===== src/arp_pkg.sv =====
`default_nettype none
// ----------------------------------------------------------------------------
// ARP resolver package
// Table sizes, codes, and the types shared by the front, back and top level.
// ----------------------------------------------------------------------------
package arp_pkg;

	// table sizes
	localparam int CACHE_N = 16;
	localparam int REQ_N   = 8;
	localparam int HELD_N  = 16;
	localparam int CIW     = (CACHE_N > 1) ? $clog2(CACHE_N) : 1;
	localparam int RIW     = (REQ_N > 1) ? $clog2(REQ_N) : 1;
	localparam int HIW     = (HELD_N > 1) ? $clog2(HELD_N) : 1;
	localparam int HCW     = $clog2(HELD_N + 1);

	// front to back queue, depth a power of two
	localparam int QD  = 2;
	localparam int QIW = (QD > 1) ? $clog2(QD) : 1;
	localparam int QCW = $clog2(QD + 1);

	// config port
	localparam int CFG_IW = 8;
	localparam int CFG_DW = 48;
	localparam logic [CFG_IW-1:0] CFG_OWN_MAC   = 8'd0;
	localparam logic [CFG_IW-1:0] CFG_OWN_IP    = 8'd1;
	localparam logic [CFG_IW-1:0] CFG_CACHE_TTL = 8'd2;
	localparam logic [CFG_IW-1:0] CFG_ARP_RETRY = 8'd3;
	localparam logic [31:0] TTL_RST   = 32'd30000;
	localparam logic [31:0] RETRY_RST = 32'd5000;

	// input codes
	localparam logic [1:0] KIND_SEND   = 2'd0;
	localparam logic [1:0] KIND_FRAME  = 2'd1;
	localparam logic [1:0] KIND_TICK   = 2'd2;
	localparam logic [1:0] KIND_RSVD   = 2'd3;
	localparam logic [1:0] FTYPE_IPV4  = 2'd0;
	localparam logic [1:0] FTYPE_ARP   = 2'd1;
	localparam logic [1:0] FTYPE_OTHER = 2'd2;
	localparam logic [1:0] FTYPE_RSVD  = 2'd3;

	// queued operation codes
	localparam logic [1:0] OP_SEND  = 2'd0;
	localparam logic [1:0] OP_ARP   = 2'd1;
	localparam logic [1:0] OP_TICK  = 2'd2;
	localparam logic [1:0] OP_DELIV = 2'd3;

	// result actions
	localparam logic [2:0] ACT_IPV4  = 3'd0;
	localparam logic [2:0] ACT_REQ   = 3'd1;
	localparam logic [2:0] ACT_REPLY = 3'd2;
	localparam logic [2:0] ACT_DELIV = 3'd3;
	localparam logic [2:0] ACT_DROP  = 3'd4;

	localparam logic [47:0] BCAST_MAC = 48'hFFFF_FFFF_FFFF;

	// classified word passed from front to back
	typedef struct packed {
		logic [1:0]  op;
		logic [31:0] ip;      // next hop for sends, sender IP for ARP
		logic [15:0] tag;
		logic        is_req;
		logic [47:0] smac;
		logic [31:0] tip;
		logic [15:0] dt;
	} item_t;

	typedef struct packed {
		logic  valid;
		item_t item;
	} qhead_t;

	typedef struct packed {
		logic [47:0] own_mac;
		logic [31:0] own_ip;
		logic [31:0] ttl;
		logic [31:0] retry;
	} cfg_t;

endpackage
`default_nettype wire


===== src/arp_ifs.sv =====
`default_nettype none
// ----------------------------------------------------------------------------
// ARP resolver channels
// Input item, result and config write channels, valid/ready handshake.
// ----------------------------------------------------------------------------
interface arp_item_if;
	logic        valid;
	logic        ready;
	logic [1:0]  kind;
	logic [31:0] hop_addr;
	logic [15:0] payload_tag;
	logic [47:0] frame_dst_mac;
	logic [1:0]  frame_type;
	logic        parse_ok;
	logic        arp_is_request;
	logic [47:0] arp_sender_mac;
	logic [31:0] arp_sender_ip;
	logic [31:0] arp_target_ip;
	logic [15:0] tick_ms;
	modport source (output valid, kind, hop_addr, payload_tag, frame_dst_mac, frame_type,
		parse_ok, arp_is_request, arp_sender_mac, arp_sender_ip, arp_target_ip, tick_ms,
		input ready);
	modport sink (input valid, kind, hop_addr, payload_tag, frame_dst_mac, frame_type,
		parse_ok, arp_is_request, arp_sender_mac, arp_sender_ip, arp_target_ip, tick_ms,
		output ready);
endinterface

`default_nettype wire


===== src/arp_fe.sv =====
`default_nettype none
// ----------------------------------------------------------------------------
// ARP resolver front end
// Accepts input words, filters and classifies them, queues them for the back.
// ----------------------------------------------------------------------------
module arp_fe (
	input  wire logic          clk,
	input  wire logic          arst_n,
	arp_item_if.sink           item,
	input  wire arp_pkg::cfg_t cfg,
	input  wire logic          pop,
	output arp_pkg::qhead_t    head
);

	arp_pkg::item_t        q_mem [arp_pkg::QD];
	logic [arp_pkg::QIW-1:0] wr_q, rd_q;
	logic [arp_pkg::QCW-1:0] cnt_q;
	arp_pkg::item_t        cls;
	logic                  keep;
	logic                  push;

	// classify: frames not for us, unparsed or of another type, and reserved kinds are swallowed
	always_comb begin
		cls.ip     = item.hop_addr;
		cls.tag    = item.payload_tag;
		cls.is_req = item.arp_is_request;
		cls.smac   = item.arp_sender_mac;
		cls.tip    = item.arp_target_ip;
		cls.dt     = item.tick_ms;
		cls.op     = arp_pkg::OP_SEND;
		keep       = 1'b0;
		case (item.kind)
			arp_pkg::KIND_SEND: begin
				keep = 1'b1;
			end
			arp_pkg::KIND_FRAME: begin
				if ((item.frame_dst_mac == cfg.own_mac ||
				     item.frame_dst_mac == arp_pkg::BCAST_MAC) && item.parse_ok) begin
					if (item.frame_type == arp_pkg::FTYPE_IPV4) begin
						cls.op = arp_pkg::OP_DELIV;
						keep   = 1'b1;
					end else if (item.frame_type == arp_pkg::FTYPE_ARP) begin
						cls.op = arp_pkg::OP_ARP;
						cls.ip = item.arp_sender_ip;
						keep   = 1'b1;
					end
				end
			end
			arp_pkg::KIND_TICK: begin
				cls.op = arp_pkg::OP_TICK;
				keep   = 1'b1;
			end
			default: begin
				keep = 1'b0;
			end
		endcase
	end

	assign item.ready = (cnt_q != arp_pkg::QCW'(arp_pkg::QD));
	assign push       = item.valid && item.ready && keep;

	// two-word queue
	always_ff @(posedge clk or negedge arst_n) begin
		if (!arst_n) begin
			wr_q  <= '0;
			rd_q  <= '0;
			cnt_q <= '0;
		end else begin
			if (push) begin
				q_mem[wr_q] <= cls;
				wr_q        <= wr_q + 1'b1;
			end
			if (pop) begin
				rd_q <= rd_q + 1'b1;
			end
			if (push && !pop) begin
				cnt_q <= cnt_q + 1'b1;
			end else if (pop && !push) begin
				cnt_q <= cnt_q - 1'b1;
			end
		end
	end

	assign head.valid = (cnt_q != '0);
	assign head.item  = q_mem[rd_q];

endmodule
`default_nettype wire


===== src/flat_wrapper.sv =====
// flat-port wrapper written by rule: the top's interface ports become plain ports
module arp_fe_flat 
  (clk, arst_n, cfg, pop, head, item_valid, item_kind, item_hop_addr, item_payload_tag, item_frame_dst_mac, item_frame_type, item_parse_ok, item_arp_is_request, item_arp_sender_mac, item_arp_sender_ip, item_arp_target_ip, item_tick_ms, item_ready);
  arp_item_if item_i ();
  input  wire logic clk;
  input  wire logic arst_n;
  input  wire arp_pkg::cfg_t cfg;
  input  wire logic pop;
  output arp_pkg::qhead_t head;
  input wire logic [$bits(item_i.valid)-1:0] item_valid;
  input wire logic [$bits(item_i.kind)-1:0] item_kind;
  input wire logic [$bits(item_i.hop_addr)-1:0] item_hop_addr;
  input wire logic [$bits(item_i.payload_tag)-1:0] item_payload_tag;
  input wire logic [$bits(item_i.frame_dst_mac)-1:0] item_frame_dst_mac;
  input wire logic [$bits(item_i.frame_type)-1:0] item_frame_type;
  input wire logic [$bits(item_i.parse_ok)-1:0] item_parse_ok;
  input wire logic [$bits(item_i.arp_is_request)-1:0] item_arp_is_request;
  input wire logic [$bits(item_i.arp_sender_mac)-1:0] item_arp_sender_mac;
  input wire logic [$bits(item_i.arp_sender_ip)-1:0] item_arp_sender_ip;
  input wire logic [$bits(item_i.arp_target_ip)-1:0] item_arp_target_ip;
  input wire logic [$bits(item_i.tick_ms)-1:0] item_tick_ms;
  output wire logic [$bits(item_i.ready)-1:0] item_ready;
  assign item_i.valid = item_valid;
  assign item_i.kind = item_kind;
  assign item_i.hop_addr = item_hop_addr;
  assign item_i.payload_tag = item_payload_tag;
  assign item_i.frame_dst_mac = item_frame_dst_mac;
  assign item_i.frame_type = item_frame_type;
  assign item_i.parse_ok = item_parse_ok;
  assign item_i.arp_is_request = item_arp_is_request;
  assign item_i.arp_sender_mac = item_arp_sender_mac;
  assign item_i.arp_sender_ip = item_arp_sender_ip;
  assign item_i.arp_target_ip = item_arp_target_ip;
  assign item_i.tick_ms = item_tick_ms;
  assign item_ready = item_i.ready;
  arp_fe u_core (.clk(clk), .arst_n(arst_n), .item(item_i), .cfg(cfg), .pop(pop), .head(head));
endmodule

===== config.mk =====
export PLATFORM = sky130hd
export DESIGN_NAME = arp_fe_flat
export DESIGN_NICKNAME = d
export VERILOG_FILES = /design/src/arp_pkg.sv /design/src/arp_ifs.sv /design/src/arp_fe.sv /design/src/flat_wrapper.sv
export SDC_FILE = /design/constraint.sdc
export NUM_CORES = 1
export LEC_CHECK = 0
export ABC_AREA = 0
export BUFFER_PORTS_ARGS = -buffer_cell sky130_fd_sc_hd__buf_2
export CAP_MARGIN = 20
export CORE_AREA = 2 2 204 206
export DETAILED_ROUTE_END_ITERATION = 8
export DIE_AREA = 0 0 206 208
export PLACE_DENSITY_LB_ADDON = 0.1
export SLEW_MARGIN = 20
export SYNTH_ARGS = -nofsm -noshare
export SYNTH_HDL_FRONTEND = slang
export SYNTH_SLANG_ARGS = --single-unit

===== constraint.sdc =====
create_clock -name clk -period 25.7 [get_ports clk]
set_input_delay 1.285 -clock clk [delete_from_list [all_inputs] [get_ports clk]]
set_output_delay 1.285 -clock clk [all_outputs]
set_load 0.05 [all_outputs]

# After elaboration in Yosys (flattened, before gate mapping)
# Memories as Yosys holds them, arrays and structs flattened.
# Cells that the tools add are included.
# op_classes
n_addsub	4
multipliers	0
div	0
n_lt_le_gt_ge	0
eq_ne	6
n_shift	0
muxes	14
bitwise	0
n_reduce_logical	14
# op_table
op	count
$mux W32	2
$eq A48 B48 Y1	1
$eq A48 B48 Y1 const B	1
$mux W34	1
$mux W33	1
$logic_and A1 B1 Y1	6
$mux W2	3
$mux W1	5
$eq A2 B1 Y1 const B	2
$logic_not A2 Y1	2
$pmux W2 S2	1
$reduce_bool A2 Y1	2
$add A1 B1 Y1 const B	2
$add A2 B1 Y2 const B	1
$eq A2 B2 Y1 const B	1
$logic_not A1 Y1	2
$ne A2 B2 Y1 const B	1
$pmux W1 S2	1
$reduce_or A2 Y1	1
$sub A2 B1 Y2 const B	1
$logic_or A1 B1 Y1	1
# totals
regBits	4
latchBits	0
ramBits	294
mem_bits_ro	0
inputBits	378
output_inout_bits	149
elab_cells	42
mem_count	1
# mem_list
name	words	word_bits	rd	rd_clocked_by_memory_dff	write_ports	line_no	text
u_core.q_mem	2	147	1	0	1	arp_fe.sv:15	arp_pkg::item_t q_mem [arp_pkg::QD];

# Longest topological paths before layout
# depth
word_depth	10
mapped_depth	13
ltp_nobuf	13

# Worst setup path after synthesis
# Ideal clock, no wire load.
# synth_path
kind	input port to flip-flop
from	in item_frame_dst_mac[0]
to	mem u_core.q_mem[0][0] (netlist name) (enable)
setup_time_ns	0.864
t_arrival_ns	13.242
required_time_ns	24.836
setup_slack_ns	11.594
path_stages	7
n_path_buf	0
cell_sequence	nand2b_1 o2111ai_1 a2111oi_0 nand4_1 o32ai_1 o311ai_1 nor3b_1
# synth_via
elab_chain_len	9
word_cells_on_any_way	10
cone_classes	eq/ne: 2; mux: 4; reduce/logical: 4
# synth_rtl
item	line_no	text
start, declared	flat_wrapper.sv:14	input wire logic [$bits(item_i.frame_dst_mac)-1:0] item_frame_dst_mac;
$eq A48 B48 Y1 (on tied branches)	arp_fe.sv:37, arp_fe.sv:38	
$logic_or A1 B1 Y1 (*)	arp_fe.sv:37	if ((item.frame_dst_mac == cfg.own_mac ||
$logic_and A1 B1 Y1 (*)	arp_fe.sv:38	item.frame_dst_mac == arp_pkg::BCAST_MAC) && item.parse_ok) begin
$mux W1 (*)	arp_fe.sv:37	
$pmux W1 S2 (*)	arp_fe.sv:32	case (item.kind)
$logic_and A1 B1 Y1 (*)	arp_fe.sv:60	assign push = item.valid && item.ready && keep;
$mux W1 (*)	arp_fe.sv:69	if (push) begin
$logic_and A1 B1 Y1 (not written as such) (*)	arp_fe.sv:70	q_mem[wr_q] <= cls;
$mux W1 (not written as such) (*)	arp_fe.sv:70	
end, declared	arp_fe.sv:15	
# Mark *: on every way between the ends. The rest lies on a longest branch, timed or not.

# Worst setup path after layout
# layout_path
from	in cfg[125] (netlist name)
to	mem u_core.q_mem[1][59] (netlist name) (enable)
# layout_via
elab_chain_len	9
# layout_rtl
item	line_no	text
start, declared	flat_wrapper.sv:7	input wire arp_pkg::cfg_t cfg;
$eq A48 B48 Y1	arp_fe.sv:37	
$logic_or A1 B1 Y1	arp_fe.sv:37	
$logic_and A1 B1 Y1	arp_fe.sv:38	
$mux W1	arp_fe.sv:37	
$pmux W1 S2	arp_fe.sv:32	
$logic_and A1 B1 Y1	arp_fe.sv:60	
$mux W1	arp_fe.sv:69	
$logic_and A1 B1 Y1 (not written as such)	arp_fe.sv:70	
$mux W1 (not written as such)	arp_fe.sv:70	
# No other way between the ends.

==> impl_metrics.py <==
metrics = {
    "placed_design": {
        "dp_slack_ns": 19.95,
        "port_buffers": 430,
        "place_congestion": 0.8464,
        "dp_hpwl_mm": 23.92,
        "dp_cells": 1571,
        "place_area_um2": 14850,
    },
    "setup_path": {
        "r2r-end": "u_core.q_mem[1][59]",
        "critPathTopFamily": "simple AND/OR/NAND/NOR gates",
        "required_ns": 25.84,
        "r2r_start": "u_core.cnt_q[0]",
        "slowest_delay_ns": 0.83,
        "crit_end": "u_core.q_mem[1][59]",
        "worstSetupEndpointType": "flop",
        "cp.depth": 9,
        "cp_num_buf_inv": 2,
        "crit_slowest_cell": "nor2_4",
        "path_cells": "buf_2 -> xnor2_1 -> nand4_1 -> nor4_1 -> nand4_1 -> o32ai_1 -> o311ai_1 -> nor2_4 -> buf_4",
        "path_common_cell": "nand4_1",
        "crit_type": "in -> reg",
        "crit_path_start_kind": "primary input",
        "reg2regPathDepth": 4,
        "crit_fanout": 61,
        "critPathLaunch": "cfg[125]",
        "r2r_slack_ns": 22.58,
        "cp.arrival_ns": 5.24,
    },
    "final_layout": {
        "syn_to_final_growth_pct": 32.60,
        "seqCellArea_um2": 8932,
        "multi_input_area_um2": 3004,
        "mostFrequentLayoutCells": "buf_2, edfxtp_1, mux2_2",
        "layout.cells.non_filler": 1637,
        "finalInstanceArea_um2": 15990,
        "n_fill_cell": 3920,
        "drive_above_1_share": 0.6107,
        "layout_commonest_cell": "buf_2",
        "finalNetCount": 1460,
    },
    "floorplanning": {
        "die_w_um": 206,
        "ios": 527,
        "core_area_um2": 40550,
        "die_h_um": 208,
        "placementRows": 74,
        "start_util": 0.2974,
        "dieArea_um2": 42850,
    },
    "synthesis": {
        "muxShareOfSynthArea": 0.1765,
        "synth_top_family_by_area": "multiplexers",
        "syn_avg_cell_area_um2": 19.42,
        "syn-num-nets": 1004,
        "yosys.area_share.simple": 0.02656,
        "seq_area_frac_synth": 0.7404,
        "synth_top_area_frac": 0.7321,
        "synth_seq_cells": 298,
        "synth-compound-area-share": 0.008612,
        "synth_edf_count": 294,
        "netlist-cell-type-count": 34,
        "synth_area_leaders": "edfxtp_1, mux2_2, mux2_4",
        "async_flop_share": 0.01342,
        "synth-xor-area-share": 0.03123,
        "syn_inst": 621,
        "syn_area_um2": 12060,
        "synth_flop_cell": "edfxtp_1",
        "ys_warn_count": 0,
        "synthAdderAreaFrac": 0.005188,
        "synth_top_cell_by_area": "edfxtp_1",
    },
    "grt": {
        "first_global_vias": 7514,
        "grt-ovfl-total": 0,
        "antenna_found_initial": 7,
        "grt_usage": 0.1485,
        "grt_pass1_wl_mm": 46.55,
        "grt_max_degree": 70,
    },
    "clocking": {
        "clk_path_buf_depth": 3,
        "cts_tree": "yes",
        "cts_root_buf": "clkbuf_16",
        "clkLatencyLatePin_ns": 0.53,
        "holdBufCountCts": 0,
        "cts_setup_buffers": 0,
        "cts_max_level": 2,
        "cts_buffers": 36,
        "ctsResizeCount": 0,
        "clkTransAtPathRegs_ns": 0.05,
        "cts.sinks": 298,
    },
    "timing": {
        "rsz0062_at_grt": "false",
        "finalHoldViolCount": 0,
        "maxSlewHeadroom": 0.2969,
        "fmax_ghz": 0.1962,
        "setup_viol": 0,
        "tns_ns": 0,
        "fin_crit_sh": 0.1983,
        "drv_slew": 0,
        "fin_worst_skew_ns": 0.01187,
        "setup_ws_ns": 20.60,
        "period_needed_ns": 5.097,
        "worst_slew_pin_slew_ns": 1.051,
    },
    "power_and_ir_drop": {
        "p_per_area_nw_per_um2": 100.9,
        "total_power_uw": 1614,
        "irDropWorstVdd_mv": 0.04984,
        "p_leak_uw": 0.006196,
    },
    "detailed_routing": {
        "vias": 7228,
        "dr.pass1.iters": 4,
        "wl_per_cell_um": 20.21,
        "drc": 0,
        "routed_via_density": 4.415,
        "finalWirelength_mm": 33.08,
        "dr.first_iter.drc_count": 324,
        "antenna_left": 0,
    },
    "flow_run": {
        "cap_violations": 0,
    },
    "run_status": {
        "outcome": "finished, final reports clean",
    },
    "min_path": {
        "hold_class": "reg -> reg",
    },
}
Yosys cell counts, types with 4 or more instances:
cell	instances
edfxtp_1	294
mux2_2	149
mux2_4	30
xor2_1	23
xnor2_1	20
nand4_1	19
clkbuf_1	12
inv_1	12
nor4_1	8
nor2b_1	6
ha_1	5
buf_1	4
dfrtp_1	4
nand2b_1	4
nor2_1	4
routing by layer:
layer  vias up  GRT usage  routed length (um)
li1       3363          -                   -
met4         2    0.07143                1394
met3        61    0.05060                2965
met1      3479     0.1621               12570
met5         -          0                  11
met2       323     0.2565               16140
registers in the layout, summed over array words and instances, names as in the netlist:
signal        flops
u_core.cnt_q      2
u_core.rd_q       1
u_core.wr_q       1
u_core.q_mem    294
report_power, final:
| part | total [uW] | switching [uW] | internal (uW) |
|---|---|---|---|
| Sequential | 575 | 12.7 | 562 |
| Combinational | 554 | 393 | 161 |
| Clock | 485 | 192 | 293 |
| Total | 1610 | 598 | 1020 |
worst min path at each step:
stage | cells after the start | from | slack, ns | endpoint
6_report | 1 | u_core.cnt_q[1] | 0.50 | u_core.cnt_q[1]
5_1_grt | 1 | arst_n | 0.54 | u_core.rd_q
4_1_cts | 1 | u_core.cnt_q[1] | 0.49 | u_core.cnt_q[1]
3_5_place_dp | 1 | u_core.cnt_q[1] | 0.48 | u_core.cnt_q[1]
3_3_place_gp | 1 | u_core.cnt_q[1] | 0.49 | u_core.cnt_q[1]
2_1_floorplan | 1 | u_core.cnt_q[1] | 0.46 | u_core.cnt_q[1]
per-stage QoR:
step / util / hold WS, ns
2_1_floorplan: - / 0.4566
6_report: 0.3943 / 0.5012
3_5_place_dp: 0.3662 / 0.4836
4_1_cts: 0.3941 / 0.4919
3_3_place_gp: 0.3662 / 0.4904
5_1_grt: 0.3943 / 0.5398
layout make-up:
type                    instances  share of cell area
well taps                     532             0.04163
repair buffers                437              0.1379
diodes                          3           0.0004695
multi-input cells             292              0.1879
inverters                      12            0.002817
clock buffers                  41             0.05884
clock inverters                22             0.01189
flip-flops and latches        298              0.5586
cell families (layout without fill, tap and decap cells):
family,count (synthesis),in the layout
mux,179,179
simple gates,53,53
xor+xnor,43,43
fa+ha+maj,5,5
buf+inv,31,512
other cells,0,3
compound gates,12,12
flops,298,298
(Power assumes the default switching activity.)
